--- src/design/rse_pkg.sv ---
package rse_pkg;

  // Lead length in bytes
  localparam int unsigned LEAD_BYTES = 96;

  // Lead magic and fixed field values
  localparam logic [7:0] LEAD_MAGIC0   = 8'hED;
  localparam logic [7:0] LEAD_MAGIC1   = 8'hAB;
  localparam logic [7:0] LEAD_MAGIC2   = 8'hEE;
  localparam logic [7:0] LEAD_MAGIC3   = 8'hDB;
  localparam logic [7:0] LEAD_SIG_TYPE = 8'h05;

  // Header and index entry sizes in bytes
  localparam int unsigned HDR_BYTES   = 16;
  localparam int unsigned ENTRY_BYTES = 16;

  // Status codes
  localparam logic [1:0] ST_OK       = 2'd0;
  localparam logic [1:0] ST_BAD_LEAD = 2'd1;
  localparam logic [1:0] ST_NO_SIG   = 2'd2;

  // Register indexes
  localparam logic REG_SIG_TAG   = 1'b0;
  localparam logic REG_MIN_MAJOR = 1'b1;

  // Reset values of the registers
  localparam logic [30:0] SIG_TAG_RST   = 31'd1005;
  localparam logic [7:0]  MIN_MAJOR_RST = 8'd2;

  typedef struct packed {
    logic [30:0] sig_tag;
    logic [7:0]  min_major;
  } cfg_t;

  typedef struct packed {
    logic       sig_valid;
    logic [7:0] sig_byte;
    logic       sig_last;
    logic       done_res;
    logic [1:0] status;
  } res_t;

endpackage

--- src/design/rpm_signature_extractor.sv ---
// A result beat is registered into the output register, or into the skid entry while the output is held.
// One byte per cycle is accepted while in_stall_o is low; the parse step is a single registered pass per byte.
// A two-entry output (register plus skid) lets input continue while a result waits.
// Reset (rst_ni low, asynchronous): parser returns to the lead phase, output empties,
// signature_tag goes to 1005 and min_major_version to 2.
module rpm_signature_extractor (
  input  logic        clk_i,
  input  logic        rst_ni,
  // input channel
  input  logic        in_valid_i,
  output logic        in_stall_o,
  input  logic [7:0]  data_byte_i,
  input  logic        end_of_file_i,
  // output channel
  output logic        out_valid_o,
  input  logic        out_stall_i,
  output logic        sig_valid_o,
  output logic [7:0]  sig_byte_o,
  output logic        sig_last_o,
  output logic        done_res_o,
  output logic [1:0]  status_o,
  // register port
  input  logic        psel,
  input  logic        penable,
  input  logic        pwrite,
  input  logic [2:0]  paddr,
  input  logic [31:0] pwdata,
  output logic [31:0] prdata,
  output logic        pready
);
  import rse_pkg::*;

  logic        step;
  logic        res_valid;
  res_t        res, out_res;
  cfg_t        cfg;
  logic [30:0] sig_tag_q;
  logic [7:0]  min_major_q;
  logic        wr_en;

  // Register port
  assign pready = 1'b1;
  assign wr_en  = psel && penable && pwrite && pready;

  always_ff @(posedge clk_i or negedge rst_ni) begin
    if (!rst_ni) begin
      sig_tag_q   <= SIG_TAG_RST;
      min_major_q <= MIN_MAJOR_RST;
    end else if (wr_en) begin
      case (paddr[2])
        REG_SIG_TAG:   sig_tag_q   <= pwdata[30:0];
        REG_MIN_MAJOR: min_major_q <= pwdata[7:0];
        default: begin
        end
      endcase
    end
  end

  always_comb begin
    case (paddr[2])
      REG_SIG_TAG:   prdata = {1'b0, sig_tag_q};
      REG_MIN_MAJOR: prdata = {24'd0, min_major_q};
      default:       prdata = '0;
    endcase
  end

  assign cfg.sig_tag   = sig_tag_q;
  assign cfg.min_major = min_major_q;

  // Input beat accepted
  assign step = in_valid_i && !in_stall_o;

  rse_parser u_parser (
    .clk_i         (clk_i),
    .rst_ni        (rst_ni),
    .step_i        (step),
    .data_byte_i   (data_byte_i),
    .end_of_file_i (end_of_file_i),
    .cfg_i         (cfg),
    .res_valid_o   (res_valid),
    .res_o         (res)
  );

  rse_out_buf u_out_buf (
    .clk_i       (clk_i),
    .rst_ni      (rst_ni),
    .push_i      (step && res_valid),
    .res_i       (res),
    .full_o      (in_stall_o),
    .out_valid_o (out_valid_o),
    .out_stall_i (out_stall_i),
    .out_res_o   (out_res)
  );

  assign sig_valid_o = out_res.sig_valid;
  assign sig_byte_o  = out_res.sig_byte;
  assign sig_last_o  = out_res.sig_last;
  assign done_res_o  = out_res.done_res;
  assign status_o    = out_res.status;

endmodule

--- src/design/rse_parser.sv ---
module rse_parser (
  input  logic          clk_i,
  input  logic          rst_ni,
  input  logic          step_i,
  input  logic [7:0]    data_byte_i,
  input  logic          end_of_file_i,
  input  rse_pkg::cfg_t cfg_i,
  output logic          res_valid_o,
  output rse_pkg::res_t res_o
);
  import rse_pkg::*;

  localparam logic [2:0] PH_LEAD  = 3'd0;
  localparam logic [2:0] PH_HDR   = 3'd1;
  localparam logic [2:0] PH_ENTRY = 3'd2;
  localparam logic [2:0] PH_SKIP  = 3'd3;
  localparam logic [2:0] PH_SIG   = 3'd4;
  localparam logic [2:0] PH_PAD   = 3'd5;
  localparam logic [2:0] PH_DONE  = 3'd6;

  logic [2:0]  phase_q, phase_d;
  logic [31:0] byte_count_q, byte_count_d;
  logic        lead_good_q, lead_good_d;
  logic [31:0] entry_total_q, entry_total_d;
  logic [31:0] pad_end_q, pad_end_d;
  logic [95:0] word_shift_q, word_shift_d;
  logic [31:0] found_offset_q, found_offset_d;
  logic [31:0] found_count_q, found_count_d;

  logic [31:0] bc_inc;
  logic [95:0] ws_shift;
  logic        lead_bad;
  logic        idx_done;
  logic [31:0] idx_off, idx_cnt;
  logic        rep;
  logic [1:0]  rep_status;
  logic [31:0] hdr_entries, hdr_size;

  assign bc_inc   = byte_count_q + 32'd1;
  assign ws_shift = {word_shift_q[87:0], data_byte_i};
  assign hdr_entries = ws_shift[63:32];
  assign hdr_size    = ws_shift[31:0];

  // Lead byte checks
  always_comb begin
    lead_bad = 1'b0;
    case (byte_count_q)
      32'd0:  lead_bad = (data_byte_i != LEAD_MAGIC0);
      32'd1:  lead_bad = (data_byte_i != LEAD_MAGIC1);
      32'd2:  lead_bad = (data_byte_i != LEAD_MAGIC2);
      32'd3:  lead_bad = (data_byte_i != LEAD_MAGIC3);
      32'd4:  lead_bad = (data_byte_i < cfg_i.min_major);
      32'd6, 32'd7, 32'd78: lead_bad = (data_byte_i != 8'd0);
      32'd79: lead_bad = (data_byte_i != LEAD_SIG_TYPE);
      default: lead_bad = 1'b0;
    endcase
  end

  // Next state and result for one byte
  always_comb begin
    phase_d        = phase_q;
    byte_count_d   = byte_count_q;
    lead_good_d    = lead_good_q;
    entry_total_d  = entry_total_q;
    pad_end_d      = pad_end_q;
    word_shift_d   = word_shift_q;
    found_offset_d = found_offset_q;
    found_count_d  = found_count_q;
    res_valid_o    = 1'b0;
    res_o          = '0;
    idx_done       = 1'b0;
    idx_off        = found_offset_q;
    idx_cnt        = found_count_q;
    rep            = 1'b0;
    rep_status     = ST_OK;

    if (step_i && end_of_file_i) begin
      // file ended: report unless already reported, then start over
      if (phase_q != PH_DONE) begin
        res_valid_o = 1'b1;
        res_o.done_res = 1'b1;
        res_o.status = (phase_q == PH_LEAD) ? ST_BAD_LEAD : ST_NO_SIG;
      end
      phase_d        = PH_LEAD;
      byte_count_d   = '0;
      lead_good_d    = 1'b1;
      entry_total_d  = '0;
      pad_end_d      = '0;
      word_shift_d   = '0;
      found_offset_d = '1;
      found_count_d  = '0;
    end else if (step_i) begin
      case (phase_q)
        PH_LEAD: begin
          byte_count_d = bc_inc;
          if (lead_bad) lead_good_d = 1'b0;
          if (bc_inc >= 32'(LEAD_BYTES)) begin
            if (!lead_good_q || lead_bad) begin
              rep = 1'b1;
              rep_status = ST_BAD_LEAD;
            end else begin
              phase_d        = PH_HDR;
              byte_count_d   = '0;
              found_offset_d = '1;
              found_count_d  = '0;
            end
          end
        end
        PH_HDR: begin
          word_shift_d = ws_shift;
          byte_count_d = bc_inc;
          if (bc_inc >= 32'(HDR_BYTES)) begin
            entry_total_d = hdr_entries[31] ? 32'd0 : hdr_entries;
            // data size rounded up to a word; negative size means none
            pad_end_d = hdr_size[31] ? 32'd0 : ((hdr_size + 32'd3) & ~32'd3);
            byte_count_d = '0;
            if (hdr_entries[31] || hdr_entries == 32'd0) idx_done = 1'b1;
            else phase_d = PH_ENTRY;
          end
        end
        PH_ENTRY: begin
          // type field is dropped: keep tag, offset and count
          if (byte_count_q < 32'd4 || byte_count_q >= 32'd8) word_shift_d = ws_shift;
          byte_count_d = bc_inc;
          if (bc_inc >= 32'(ENTRY_BYTES)) begin
            if (ws_shift[95:64] == {1'b0, cfg_i.sig_tag}) begin
              found_offset_d = ws_shift[63:32];
              found_count_d  = ws_shift[31:0];
              idx_off        = ws_shift[63:32];
              idx_cnt        = ws_shift[31:0];
            end
            byte_count_d  = '0;
            entry_total_d = entry_total_q - 32'd1;
            if (entry_total_q == 32'd1) idx_done = 1'b1;
          end
        end
        PH_SKIP: begin
          byte_count_d = bc_inc;
          if (bc_inc >= found_offset_q) phase_d = PH_SIG;
        end
        PH_SIG: begin
          // found_count counts down the bytes still to send
          byte_count_d   = bc_inc;
          found_count_d  = found_count_q - 32'd1;
          res_valid_o    = 1'b1;
          res_o.sig_valid = 1'b1;
          res_o.sig_byte  = data_byte_i;
          if (found_count_q == 32'd1) begin
            res_o.sig_last = 1'b1;
            if (pad_end_q > bc_inc) begin
              phase_d = PH_PAD;
            end else begin
              res_o.done_res = 1'b1;
              res_o.status   = ST_OK;
              phase_d        = PH_DONE;
            end
          end
        end
        PH_PAD: begin
          byte_count_d = bc_inc;
          if (bc_inc >= pad_end_q) begin
            rep = 1'b1;
            rep_status = ST_OK;
          end
        end
        default: begin
        end
      endcase

      // end of index: check the kept entry
      if (idx_done) begin
        if (idx_off[31] || idx_cnt == 32'd0 || idx_cnt[31]) begin
          rep = 1'b1;
          rep_status = ST_NO_SIG;
        end else begin
          byte_count_d = '0;
          phase_d = (idx_off == 32'd0) ? PH_SIG : PH_SKIP;
        end
      end

      if (rep) begin
        res_valid_o    = 1'b1;
        res_o.done_res = 1'b1;
        res_o.status   = rep_status;
        phase_d        = PH_DONE;
      end
    end
  end

  // Control state
  always_ff @(posedge clk_i or negedge rst_ni) begin
    if (!rst_ni) begin
      phase_q        <= PH_LEAD;
      byte_count_q   <= '0;
      lead_good_q    <= 1'b1;
      entry_total_q  <= '0;
      pad_end_q      <= '0;
      word_shift_q   <= '0;
      found_offset_q <= '1;
      found_count_q  <= '0;
    end else begin
      phase_q        <= phase_d;
      byte_count_q   <= byte_count_d;
      lead_good_q    <= lead_good_d;
      entry_total_q  <= entry_total_d;
      pad_end_q      <= pad_end_d;
      word_shift_q   <= word_shift_d;
      found_offset_q <= found_offset_d;
      found_count_q  <= found_count_d;
    end
  end

endmodule

--- src/design/rse_out_buf.sv ---
module rse_out_buf (
  input  logic          clk_i,
  input  logic          rst_ni,
  input  logic          push_i,
  input  rse_pkg::res_t res_i,
  output logic          full_o,
  output logic          out_valid_o,
  input  logic          out_stall_i,
  output rse_pkg::res_t out_res_o
);
  import rse_pkg::*;

  logic out_valid_q, out_valid_d;
  logic skid_valid_q, skid_valid_d;
  res_t out_q, skid_q;
  logic pop, load_out_new, load_out_skid, load_skid;

  assign pop    = out_valid_q && !out_stall_i;
  assign full_o = skid_valid_q;

  // Output register with one skid entry behind it
  always_comb begin
    out_valid_d   = out_valid_q;
    skid_valid_d  = skid_valid_q;
    load_out_new  = 1'b0;
    load_out_skid = 1'b0;
    load_skid     = 1'b0;
    if (pop) out_valid_d = 1'b0;
    if (skid_valid_q) begin
      if (pop) begin
        load_out_skid = 1'b1;
        out_valid_d   = 1'b1;
        skid_valid_d  = 1'b0;
      end
    end else if (push_i) begin
      if (!out_valid_q || pop) begin
        load_out_new = 1'b1;
        out_valid_d  = 1'b1;
      end else begin
        load_skid    = 1'b1;
        skid_valid_d = 1'b1;
      end
    end
  end

  always_ff @(posedge clk_i or negedge rst_ni) begin
    if (!rst_ni) begin
      out_valid_q  <= 1'b0;
      skid_valid_q <= 1'b0;
    end else begin
      out_valid_q  <= out_valid_d;
      skid_valid_q <= skid_valid_d;
    end
  end

  // Payload, no reset
  always_ff @(posedge clk_i) begin
    if (load_out_new) out_q <= res_i;
    else if (load_out_skid) out_q <= skid_q;
    if (load_skid) skid_q <= res_i;
  end

  assign out_valid_o = out_valid_q;
  assign out_res_o   = out_q;

endmodule
--- config.mk ---
export PLATFORM = sky130hd
export DESIGN_NAME = rpm_signature_extractor
export DESIGN_NICKNAME = d
export VERILOG_FILES = /design/src/design/rse_pkg.sv /design/src/design/rpm_signature_extractor.sv /design/src/design/rse_parser.sv /design/src/design/rse_out_buf.sv
export SDC_FILE = /design/constraint.sdc
export NUM_CORES = 1
export LEC_CHECK = 0
export BUFFER_PORTS_ARGS = -buffer_cell sky130_fd_sc_hd__buf_4
export CORE_ASPECT_RATIO = 0.75
export CORE_MARGIN = 5
export CORE_UTILIZATION = 35
export CTS_BUF_LIST = sky130_fd_sc_hd__clkbuf_4 sky130_fd_sc_hd__clkbuf_8
export CTS_CLUSTER_SIZE = 28
export DETAILED_ROUTE_END_ITERATION = 7
export GPL_ROUTABILITY_DRIVEN = 0
export PLACE_DENSITY = 0.58
export SLEW_MARGIN = 20
export SYNTH_ARGS = -nofsm -noshare
export SYNTH_HDL_FRONTEND = slang
export SYNTH_HIERARCHICAL = 1
export SYNTH_SLANG_ARGS = --single-unit
--- constraint.sdc ---
create_clock -name clk_i -period 7 [get_ports clk_i]
set_input_delay 1.4 -clock clk_i [delete_from_list [all_inputs] [get_ports clk_i]]
set_output_delay 1.4 -clock clk_i [all_outputs]
set_load 0.05 [all_outputs]
Word level (Yosys, flattened, before mapping)
Index checks and enable logic that the tools add are counted.
{ "classes": {"addsub": 4, "order_cmp": 8, "n_eq_ne": 27, "muxes": 114, "n_bitwise": 1, "n_reduce_logical": 42} }
{ "op_table": {"columns": ["operator", "n"], "rows": [
  ["two-way mux 32 bit", 34],
  ["two-way mux 88 bit", 3],
  ["case mux 32 bit (2 select lines)", 3],
  ["case mux 32 bit (3 select lines)", 2],
  ["case mux 88 bit (2 select lines)", 1],
  ["zero test 32 bit", 4],
  ["equality test 32 x 1 -> 1 bit (second input constant)", 3],
  ["equality test 32 x 3 -> 1 bit (second input constant)", 3],
  ["equality test 32 x 2 -> 1 bit (second input constant)", 2],
  ["equality test 32 x 7 -> 1 bit (second input constant)", 2],
  ["greater-or-equal comparator 32 bit", 2],
  ["subtractor 32 x 1 -> 32 bit (second input constant)", 2],
  ["two-way mux 13 bit", 4],
  ["two-way mux 3 bit", 16],
  ["two-way mux 1 bit", 38],
  ["adder 32 x 1 -> 32 bit (second input constant)", 1],
  ["adder 32 x 2 -> 32 bit (second input constant)", 1],
  ["equality test 32 x 31 -> 1 bit", 1],
  ["greater-or-equal comparator 32 x 4 -> 1 bit (second input constant)", 1],
  ["greater-or-equal comparator 32 x 5 -> 1 bit (second input constant)", 1],
  ["greater-or-equal comparator 32 x 7 -> 1 bit (second input constant)", 1],
  ["> comparator 32 bit", 1],
  ["< comparator 32 x 3 -> 1 bit (second input constant)", 1],
  ["inequality test 8 bit (second input constant)", 4],
  ["other kinds (29)", 65]
]} }
{ "word_totals": {"regBits": 319, "inputBits": 51, "out_inout_bits": 48, "word_cells": 218} }

Longest topological paths before layout
Gate-level depths: netlist of run 1.
{ "logic_depth": {"depth_word": 20, "depth_mapped": 26, "depth_no_buf": 24} }

Hierarchy
The synthesis of run 1 kept the hierarchy.
{ "by_module_without_submodules": {"columns": ["module", "instances", "cells_per_inst", "area_per_inst_um2", "seq_area_each_um2"], "rows": [
  ["rse_parser", 1, 1988, 16465.8, 6297.3],
  ["rpm_signature_extractor", 1, 123, 1890.6, 987.2],
  ["rse_out_buf", 1, 53, 1094.8, 830.8]
]} }

Worst setup path after synthesis of run 1
No wires, ideal clock.
{ "synth_timing": {"path_type": "input to register", "start": "in data_byte_i[5]", "end": "reg u_out_buf.out_q (netlist bit u_out_buf/out_res_o[0]) (enable)", "setup_time_ps": 403, "t_arrival_ps": 4446, "required_ps": 6597, "path_slack_ps": 2151, "stages": 16, "n_path_buf": 0, "cell_sequence": "ha_1 a21oi_1 nor2b_1 o21ai_0 nor4bb_1 o21ai_0 o311ai_0 o21ai_4 nor3_1 a41oi_1 o21ai_0 o21ai_0 nand2_1 and2_1 nand2b_4 a21boi_0"} }
{ "synth_via": {"elab_chain_cells": 19, "word_cells_on_any_way": 31, "cone_classes": "1 x order compare; 5 x eq/ne; 18 x mux; 7 x reduce/logical"} }
{ "synth_lines": {"columns": ["element", "line_no", "rtl"], "rows": [
  ["from (decl)", "rpm_signature_extractor.sv:12", "input logic [7:0] data_byte_i,"],
  ["parallel branches: the longest is 9 deep, another holds < comparator 8 bit", null, null],
  ["two-way mux 1 bit (*)", "rse_parser.sv:171", "if (idx_done) begin"],
  ["two-way mux 1 bit (*)", "rse_parser.sv:92", "end else if (step_i) begin"],
  ["two-way mux 1 bit (*)", "rse_parser.sv:77", "if (step_i && end_of_file_i) begin"],
  ["two-way mux 1 bit (*)", "rse_parser.sv:181", "if (rep) begin"],
  ["two-way mux 1 bit (*)", "rse_parser.sv:92", null],
  ["two-way mux 1 bit (*)", "rse_parser.sv:77", null],
  ["named net res_valid", "rpm_signature_extractor.sv:34", "logic res_valid;"],
  ["logical AND 1 bit (*)", "rpm_signature_extractor.sv:87", ".push_i (step && res_valid),"],
  ["two-way mux 1 bit (*)", "rse_out_buf.sv:35", "end else if (push_i) begin"],
  ["two-way mux 1 bit (*)", "rse_out_buf.sv:29", "if (skid_valid_q) begin"],
  ["nonzero test 2 bit (no source line) (*)", null, null],
  ["to (signal assigned)", "rse_out_buf.sv:58", "if (load_out_new) out_q <= res_i;"],
  ["to (signal assigned)", "rse_out_buf.sv:59", "else if (load_out_skid) out_q <= skid_q;"],
  ["to (decl)", "rse_out_buf.sv:15", "res_t out_q, skid_q;"]
]} }
Mark *: on every way through the listed nets, which the timed path passes. The select of a mux whose other input is x is not followed.
A chain may end at the register's enable or synchronous reset.

Worst setup path after layout of run 1
{ "layout_timing": {"start": "reg u_parser.byte_count_q[0]", "end": "reg u_out_buf.out_q (netlist bit u_out_buf/out_res_o[0]) (data pin)"} }
{ "layout_via": {"elab_chain_cells": 20, "word_cells_on_any_way": 55, "cone_classes": "1 x add/sub; 3 x order compare; 8 x eq/ne; 36 x mux; 7 x reduce/logical"} }
{ "layout_lines": {"columns": ["element", "line_no", "rtl"], "rows": [
  ["from (decl)", "rse_parser.sv:22", "logic [31:0] byte_count_q, byte_count_d;"],
  ["from (signal assigned)", "rse_parser.sv:203", "byte_count_q <= byte_count_d;"],
  ["adder 32 x 1 -> 32 bit", "rse_parser.sv:39", "assign bc_inc = byte_count_q + 32'd1;"],
  ["greater-or-equal comparator 32 x 5 -> 1 bit", "rse_parser.sv:112, rse_parser.sv:125", null],
  ["two-way mux 32 bit", "rse_parser.sv:125", "if (bc_inc >= 32'(ENTRY_BYTES)) begin"],
  ["two-way mux 32 bit", "rse_parser.sv:93", "case (phase_q)"],
  ["two-way mux 32 bit", "rse_parser.sv:92", null],
  ["two-way mux 32 bit", "rse_parser.sv:77", null],
  ["zero test 32 bit", "rse_parser.sv:172", "if (idx_off[31] || idx_cnt == 32'd0 || idx_cnt[31]) begin"],
  ["logical OR 1 bit (2 in series)", "rse_parser.sv:172", null],
  ["[... 4 more ...]", null, null],
  ["two-way mux 1 bit (*)", "rse_parser.sv:181", null],
  ["two-way mux 1 bit (*)", "rse_parser.sv:92", null],
  ["two-way mux 1 bit (*)", "rse_parser.sv:77", null],
  ["named net res_valid", "rpm_signature_extractor.sv:34", null],
  ["logical AND 1 bit (*)", "rpm_signature_extractor.sv:87", null],
  ["two-way mux 1 bit (*)", "rse_out_buf.sv:35", null],
  ["two-way mux 1 bit (*)", "rse_out_buf.sv:29", null],
  ["two-way mux 13 bit (*)", "rse_out_buf.sv:58", null]
]} }
The timed path passes the listed nets; every way through them passes the cells marked *. The select of a mux whose other input is x is not followed.

==> impl_metrics.json, run 1 <==
{
  "syn_area_sq_mm": 0.0195,
  "h-tree-depth": 2,
  "critPathMaxFanout": 13,
  "setup_tns_ps": 0,
  "syn_avg_cell_area_sq_um": 8.99,
  "clkTransAtPathRegs_ps": 70,
  "critPathBufInv": 0,
  "worst_setup_path_start_kind": "register",
  "drive_gt1_share_pct": 16.8,
  "start_util_pct": 35.5,
  "place_area_sq_mm": 0.0207,
  "whs_ps": 477,
  "worst_slew_pin_slew_ps": 1080,
  "finalInstanceArea_sq_mm": 0.0219,
  "holdCritPathClass": "reg2reg",
  "clk_path_buf_depth": 3,
  "die-height_um": 214,
  "numPortBuffers": 93,
  "insertion_delay_ps": 620,
  "synth-edff-count": 26,
  "ys_warn_count": 6,
  "syn-instance-count": 2164,
  "final_cell_mix": "298 x nand2_1, 249 x dfrtp_1, 188 x o21ai_0, 145 x nor2_1, 116 x buf_4",
  "cp.arrival_ps": 6700,
  "end_kind": "register",
  "fp.dieW_um": 282,
  "ys_async_sr_fraction_pct": 91.8,
  "syn2layout_area_growth_pct": 12.7,
  "status": "complete, no violations",
  "cp_top_family": "compound AO/OA/AOI/OAI gates",
  "grt_pass1_wl_um": 93800,
  "antenna_found_initial": 2,
  "vias_per_cell": 5.71,
  "slowest_delay_ps": 610,
  "row_count": 74,
  "fin_skew_ps": 40.1,
  "post_cts_resize_count": 0,
  "post-route-period-util_pct": 90.7,
  "max-slew-margin-rel_pct": 27.4,
  "cts.sinks": 317,
  "power_density_mw_per_mm2": 380,
  "period_needed_ps": 6350,
  "cts_tree": "done",
  "fmax_mhz": 157,
  "peakVddDrop_mv": 0.217,
  "finalPower_mw": 8.32,
  "maxCapViolations": 0,
  "num_io_pins": 99,
  "num_vias": 16900,
  "maxSlewViolCount": 0,
  "track_usage_pct": 19.2,
  "p_leak_nw": 9.76,
  "first_iter_violations": 1897,
  "critPathRequiredTime_ps": 7340,
  "setup-violations-final": 0,
  "cts_root_buffer": "clkbuf_8",
  "wl_per_cell_um": 20.2,
  "drtPass1Iterations": 7,
  "cpMostUsedCell": "o21ai_0",
  "core_area_sq_mm": 0.0547,
  "final_util_pct": 40.0,
  "layout_commonest_cell": "nand2_1",
  "setup.worst_path.class": "reg2reg",
  "drcViolationCount": 0,
  "grt_start_max_net_pins": 148,
  "nNetsFinal": 2329,
  "wirelength_um": 59900,
  "synth_cell_types": 89,
  "dp_hpwl_um": 42500,
  "seq_area_frac_synth_pct": 41.7,
  "cts_buffers": 52,
  "synth_seq_cells": 317,
  "hold_violations": 0,
  "die-area_sq_mm": 0.0604,
  "path_cells": "ha_1 -> nand3_1 -> or2_2 -> xnor2_1 -> ha_1 -> a21o_1 -> a21oi_1 -> o21ai_0 -> nand2_1 -> o211ai_1 -> a31oi_1 -> o41ai_1 -> a41oi_1 -> o21ai_0 -> o21ai_0 -> nand2_1 -> and2_1 -> nand2b_4 -> nand2b_4 -> mux2_2",
  "hold_buffers": 0,
  "post_cts_buffers": 0,
  "ys.flop_type": "dfrtp_1",
  "grt_pass1_vias": 16000,
  "crit_slowest_cell": "dfrtp_1",
  "syn_nets": 2293,
  "final_antenna_net_count": 0,
  "grt_overflow_total": 0,
  "rsz0062_at_grt": "false"
}
[cells in the mapped netlist, drive strengths merged (31+ instances only)]
library cell | count | area share [%]
nor2b | 31 | 1.0
ha | 78 | 5.0
buf | 50 | 1.5
nor4 | 49 | 1.8
xnor2 | 65 | 2.9
dfrtp | 249 | 32
nand3 | 43 | 1.1
inv | 112 | 2.2
nor3 | 50 | 1.3
nand2 | 305 | 6.0
a21o | 33 | 1.3
dfstp | 42 | 5.7
nor2 | 149 | 2.9
clkbuf | 87 | 1.7
a21oi | 80 | 2.1
nand4 | 47 | 1.6
mux2 | 63 | 4.4
o22a | 44 | 2.0
o21ai | 212 | 5.5
[worst reg2reg max path, stage by stage, from the launching register on]
cell,delay [ps]
dfrtp_1,610
ha_1,530
nand3_1,500
or2_2,510
xnor2_1,480
ha_1,360
a21o_1,160
a21oi_1,150
o21ai_0,100
nand2_1,80
o211ai_1,120
a31oi_1,440
o41ai_1,190
a41oi_1,390
o21ai_0,190
o21ai_0,190
nand2_1,130
and2_1,220
nand2b_4,100
nand2b_4,260
mux2_2,370
[metrics by stage]
stage,setup slack [ps],cells
floorplan,2150,2164
global placement,974,2867
detailed placement,889,2867
CTS,854,2965
global route,394,2967
finish,648,2967
[flip-flops by register name, indices dropped and copies added, names as in the netlist]
signal,cells
u_parser/found_offset_q,32
u_parser/word_shift_q,88
u_out_buf/full_o,1
u_out_buf/out_valid_o,1
u_parser/lead_good_q,1
u_out_buf/skid_q,13
u_parser/byte_count_q,32
u_parser/entry_total_q,32
u_parser/phase_q,3
min_major_q,8
u_parser/found_count_q,32
u_out_buf/out_res_o,13
sig_tag_q,31
u_parser/pad_end_q,30
[power breakdown]
group | leakage (nW) | internal (mW) | switching (mW)
logic | 5.09 | 1.21 | 2.35
registers | 4.04 | 2.29 | 0.647
clock network | 0.626 | 1.04 | 0.784
total | 9.76 | 4.54 | 3.79
[cells by family (layout without fill, tap and decap cells)]
family | count (synthesis) | in the layout | synth area share (%)
buf+inv | 250 | 330 | 5.36
compound gates | 546 | 546 | 18.0
mux | 91 | 91 | 5.88
fa+ha+maj | 78 | 78 | 5.02
flops | 317 | 317 | 41.7
other cells | 2 | 3 | 0.0386
xor+xnor | 90 | 90 | 4.05
simple gates | 790 | 790 | 19.9
[worst paths after layout]
| kind | startpoint | endpoint | slack [ps] | cells after the start |
|---|---|---|---|---|
| setup / recovery | u_parser/byte_count_q[0]$_DFFE_PN0N_ | u_out_buf/out_res_o[0]$_DFFE_PP_ | 650 | 20 |
| hold / removal | u_parser/pad_end_q[25]$_DFFE_PN0P_ | u_parser/pad_end_q[25]$_DFFE_PN0P_ | 480 | 2 |
| setup reg to reg | u_parser/byte_count_q[0]$_DFFE_PN0N_ | u_out_buf/out_res_o[0]$_DFFE_PP_ | 650 | 20 |
| hold reg to reg | u_parser/pad_end_q[25]$_DFFE_PN0P_ | u_parser/pad_end_q[25]$_DFFE_PN0P_ | 480 | 2 |
| max in group asynchronous | rst_ni | min_major_q[6]$_DFFE_PN0P_ | 4990 | 2 |
| min in group asynchronous | rst_ni | u_parser/found_count_q[28]$_DFFE_PN0P_ | 770 | 1 |
[metal layers]
metal  routed length, um  up-vias  share of wire (%)  track usage (%)
li1                    -     7814                  -                -
met3                5010      121                8.4             3.90
met5                  20        -              0.033                0
met2               24600      719                 41             26.7
met4                1580        2                2.6             5.34
met1               28700     8289                 48             29.9
[area by class of cell]
cell class | count | area [sq um]
Fill cell | 5422 | 32800
Antenna cell | 1 | 2.50
Inverter | 113 | 424
Tap cell | 722 | 903
Sequential cell | 317 | 8120
Clock inverter | 11 | 113
Multi-Input combinational cell | 1597 | 10300
Clock buffer | 87 | 1070
Timing Repair Buffer | 119 | 933
Note: power is estimated with default switching activity, not from simulation.
==> run 2: changes to the inputs <==
--- a/config.mk
+++ b/config.mk
@@ -5,11 +5,13 @@
 export SDC_FILE = /design/constraint.sdc
 export NUM_CORES = 1
 export LEC_CHECK = 0
+export ABC_AREA = 1
 export BUFFER_PORTS_ARGS = -buffer_cell sky130_fd_sc_hd__buf_4
 export CORE_ASPECT_RATIO = 0.75
 export CORE_MARGIN = 5
 export CORE_UTILIZATION = 35
 export CTS_BUF_LIST = sky130_fd_sc_hd__clkbuf_4 sky130_fd_sc_hd__clkbuf_8
+export CTS_CLUSTER_DIAMETER = 100
 export CTS_CLUSTER_SIZE = 28
 export DETAILED_ROUTE_END_ITERATION = 7
 export GPL_ROUTABILITY_DRIVEN = 0
==> run 2 against run 1 <==
Effect of this change: first-iteration DRC count is 41% higher; via count is 32% higher; synthesized area is 15% higher; sequential share of layout area is 3.5 points lower; utilization is 2.0 points lower; die area is 15% higher; design area is 10% higher; final cell count is 42% higher; clock-buffer cell count is 65 lower; synthesized cell count is 55% higher; sequential power is 4% higher.
==> impl_metrics.json, run 2 <==
{
  "yosysTopAreaCell": "dfrtp_1",
  "syn_avg_cell_area_sq_um": 6.71,
  "die-area_sq_mm": 0.0693,
  "synth_seq_cells": 317,
  "cp-startpoint": "u_parser/byte_count_q[0]$_DFFE_PN0N_",
  "crit_slowest_cell": "dfrtp_1",
  "cts_tree": "done",
  "cp.arrival_ps": 6100,
  "syn-instance-count": 3345,
  "synth_top_cell_area_share_pct": 27.8,
  "synth-edff-count": 26,
  "finalPower_mw": 8.37,
  "num_vias": 22400,
  "worst_setup_path_start_kind": "register",
  "fillCellCount": 6828,
  "max-slew-margin-rel_pct": 35.1,
  "max_flop_register": "u_parser/word_shift_q",
  "rsz0062_at_grt": "false",
  "setup.worst_path.class": "reg2reg",
  "rr_worst_depth": 29,
  "ys.flop_type": "dfrtp_1",
  "holdCritPathClass": "reg2reg",
  "peakVddDrop_mv": 0.225,
  "fp.dieW_um": 302,
  "post_cts_buffers": 0,
  "worst_slew_pin_slew_ps": 973,
  "yosys-top-cells-count": "859 x nand2_1, 435 x inv_1, 385 x o21ai_0",
  "cts_buffers": 17,
  "fmax_mhz": 173,
  "status": "complete, no violations",
  "hold_violations": 0,
  "grt_pass1_vias": 19900,
  "cts.sinks": 317,
  "worst-r2r-setup-slack_ps": 1210,
  "cts_root_buffer": "clkbuf_8",
  "dp_hpwl_um": 55100,
  "seq_area_frac_synth_pct": 36.2,
  "nNetsFinal": 3457,
  "start_util_pct": 35.3,
  "cpMostUsedCell": "nand2_1",
  "fin_skew_ps": 53.1,
  "wl_per_cell_um": 18.2,
  "slowest_delay_ps": 550,
  "critPathRequiredTime_ps": 7320,
  "syn_nets": 3474,
  "wirelength_um": 76500,
  "drtPass1Iterations": 6,
  "final_cell_mix": "857 x nand2_1, 433 x inv_1, 385 x o21ai_0, 311 x nand3_1, 278 x nor2_1",
  "maxCapViolations": 0,
  "dp.cells": 4170,
  "first_iter_violations": 2672,
  "final_cell_count_no_fill": 4200,
  "drcViolationCount": 0,
  "ys_async_sr_fraction_pct": 91.8,
  "post_cts_resize_count": 0,
  "row_count": 80,
  "core_area_sq_mm": 0.0636,
  "period_needed_ps": 5790,
  "layout_commonest_cell": "nand2_1",
  "syn_area_sq_mm": 0.0224,
  "maxSlewViolCount": 0,
  "final_antenna_net_count": 0,
  "setup_tns_ps": 0,
  "post-route-period-util_pct": 82.7,
  "synth_cell_types": 55,
  "h-tree-depth": 1,
  "ys_warn_count": 6,
  "grt_pass1_wl_um": 118000,
  "synthTopCellsByArea": "dfrtp_1 28%, nand2_1 14%, o21ai_0 8.6%, inv_1 7.3%, nand3_1 6.9%",
  "grt_start_max_net_pins": 105,
  "yosysMostFrequentCell": "nand2_1",
  "setup-violations-final": 0,
  "whs_ps": 492,
  "drive_gt1_share_pct": 7.73,
  "largest_reg_flops": 88,
  "grt_overflow_total": 0,
  "rr_endpoint": "u_out_buf/out_res_o[5]$_DFFE_PP_",
  "min_path_cells": 2,
  "p_leak_nw": 12.0,
  "num_io_pins": 99,
  "track_usage_pct": 21.3,
  "clk_path_buf_depth": 3,
  "end_kind": "register",
  "antenna_found_initial": 3,
  "critPathMaxFanout": 75,
  "vias_per_cell": 5.33,
  "die-height_um": 229,
  "hold_buffers": 0,
  "clkTransAtPathRegs_ps": 170,
  "rr_startpoint": "u_parser/byte_count_q[0]$_DFFE_PN0N_",
  "syn2layout_area_growth_pct": 7.87,
  "numPortBuffers": 93,
  "endpoint": "u_out_buf/out_res_o[5]$_DFFE_PP_",
  "power_density_mw_per_mm2": 346,
  "insertion_delay_ps": 630
}
-- run 2: critical path, delay by kind of cell (launching register included) --
| family | cells | cell delay (ps) |
|---|---|---|
| compound gates | 1 | 160 |
| fa+ha+maj | 1 | 370 |
| buf+inv | 5 | 1100 |
| flops | 1 | 550 |
| simple gates | 22 | 3230 |
-- run 2: power breakdown --
| part | total (mW) | switching (mW) | internal (mW) |
|---|---|---|---|
| clock network | 1.01 | 0.691 | 0.322 |
| registers | 3.04 | 0.583 | 2.46 |
| logic | 4.31 | 2.99 | 1.32 |
| total | 8.37 | 4.27 | 4.10 |
-- run 2: area by class of cell --
class	count	area (sq um)	area share, %
multi-input combinational	2416	12000	49.4
sequential	317	8120	33.5
inverter	446	1670	6.92
tap	861	1080	4.45
timing repair buffer	130	996	4.11
clock buffer	22	272	1.12
clock inverter	7	110	0.455
antenna	1	2.50	0.0103
-- run 2: worst min-delay path by stage --
| stage | start | end | slack (ps) |
|---|---|---|---|
| 4_1_cts | sig_tag_q[5]$_DFFE_PN1P_ | sig_tag_q[5]$_DFFE_PN1P_ | 490 |
| 3_5_place_dp | sig_tag_q[5]$_DFFE_PN1P_ | sig_tag_q[5]$_DFFE_PN1P_ | 470 |
| 5_1_grt | sig_tag_q[3]$_DFFE_PN1P_ | sig_tag_q[3]$_DFFE_PN1P_ | 510 |
| 6_report | sig_tag_q[2]$_DFFE_PN1P_ | sig_tag_q[2]$_DFFE_PN1P_ | 490 |
| 2_1_floorplan | sig_tag_q[2]$_DFFE_PN1P_ | sig_tag_q[2]$_DFFE_PN1P_ | 450 |
| 3_3_place_gp | sig_tag_q[2]$_DFFE_PN1P_ | sig_tag_q[2]$_DFFE_PN1P_ | 470 |
-- run 2: logic make-up after synthesis --
| group | count (synthesis) | share of synthesized area (%) |
|---|---|---|
| compound gates | 622 | 15.0 |
| xor+xnor | 22 | 0.859 |
| fa+ha+maj | 78 | 4.35 |
| buf+inv | 612 | 10.8 |
| flops | 317 | 36.2 |
| other cells | 2 | 0.0335 |
| simple gates | 1692 | 32.8 |
-- run 2: metal layers --
metal  vias to the layer above  GRT usage, %  part of all wire [%]
met5                         -             0                     0
met3                        53          4.54                    10
li1                      11000             -                     -
met2                       888          29.2                    40
met4                         0          2.93                   1.3
met1                     10500          34.6                    49
-- run 2: per-stage QoR --
| stage | setup slack, ps | cell area [sq um] | util (%) |
|---|---|---|---|
| 2_1_floorplan | 2330 | 22400 | - |
| 3_3_place_gp | 1440 | 23800 | 37.5 |
| 3_5_place_dp | 1420 | 23800 | 37.5 |
| 4_1_cts | 1340 | 24200 | 38.1 |
| 5_1_grt | 770 | 24200 | 38.1 |
| 6_report | 1210 | 24200 | 38.1 |
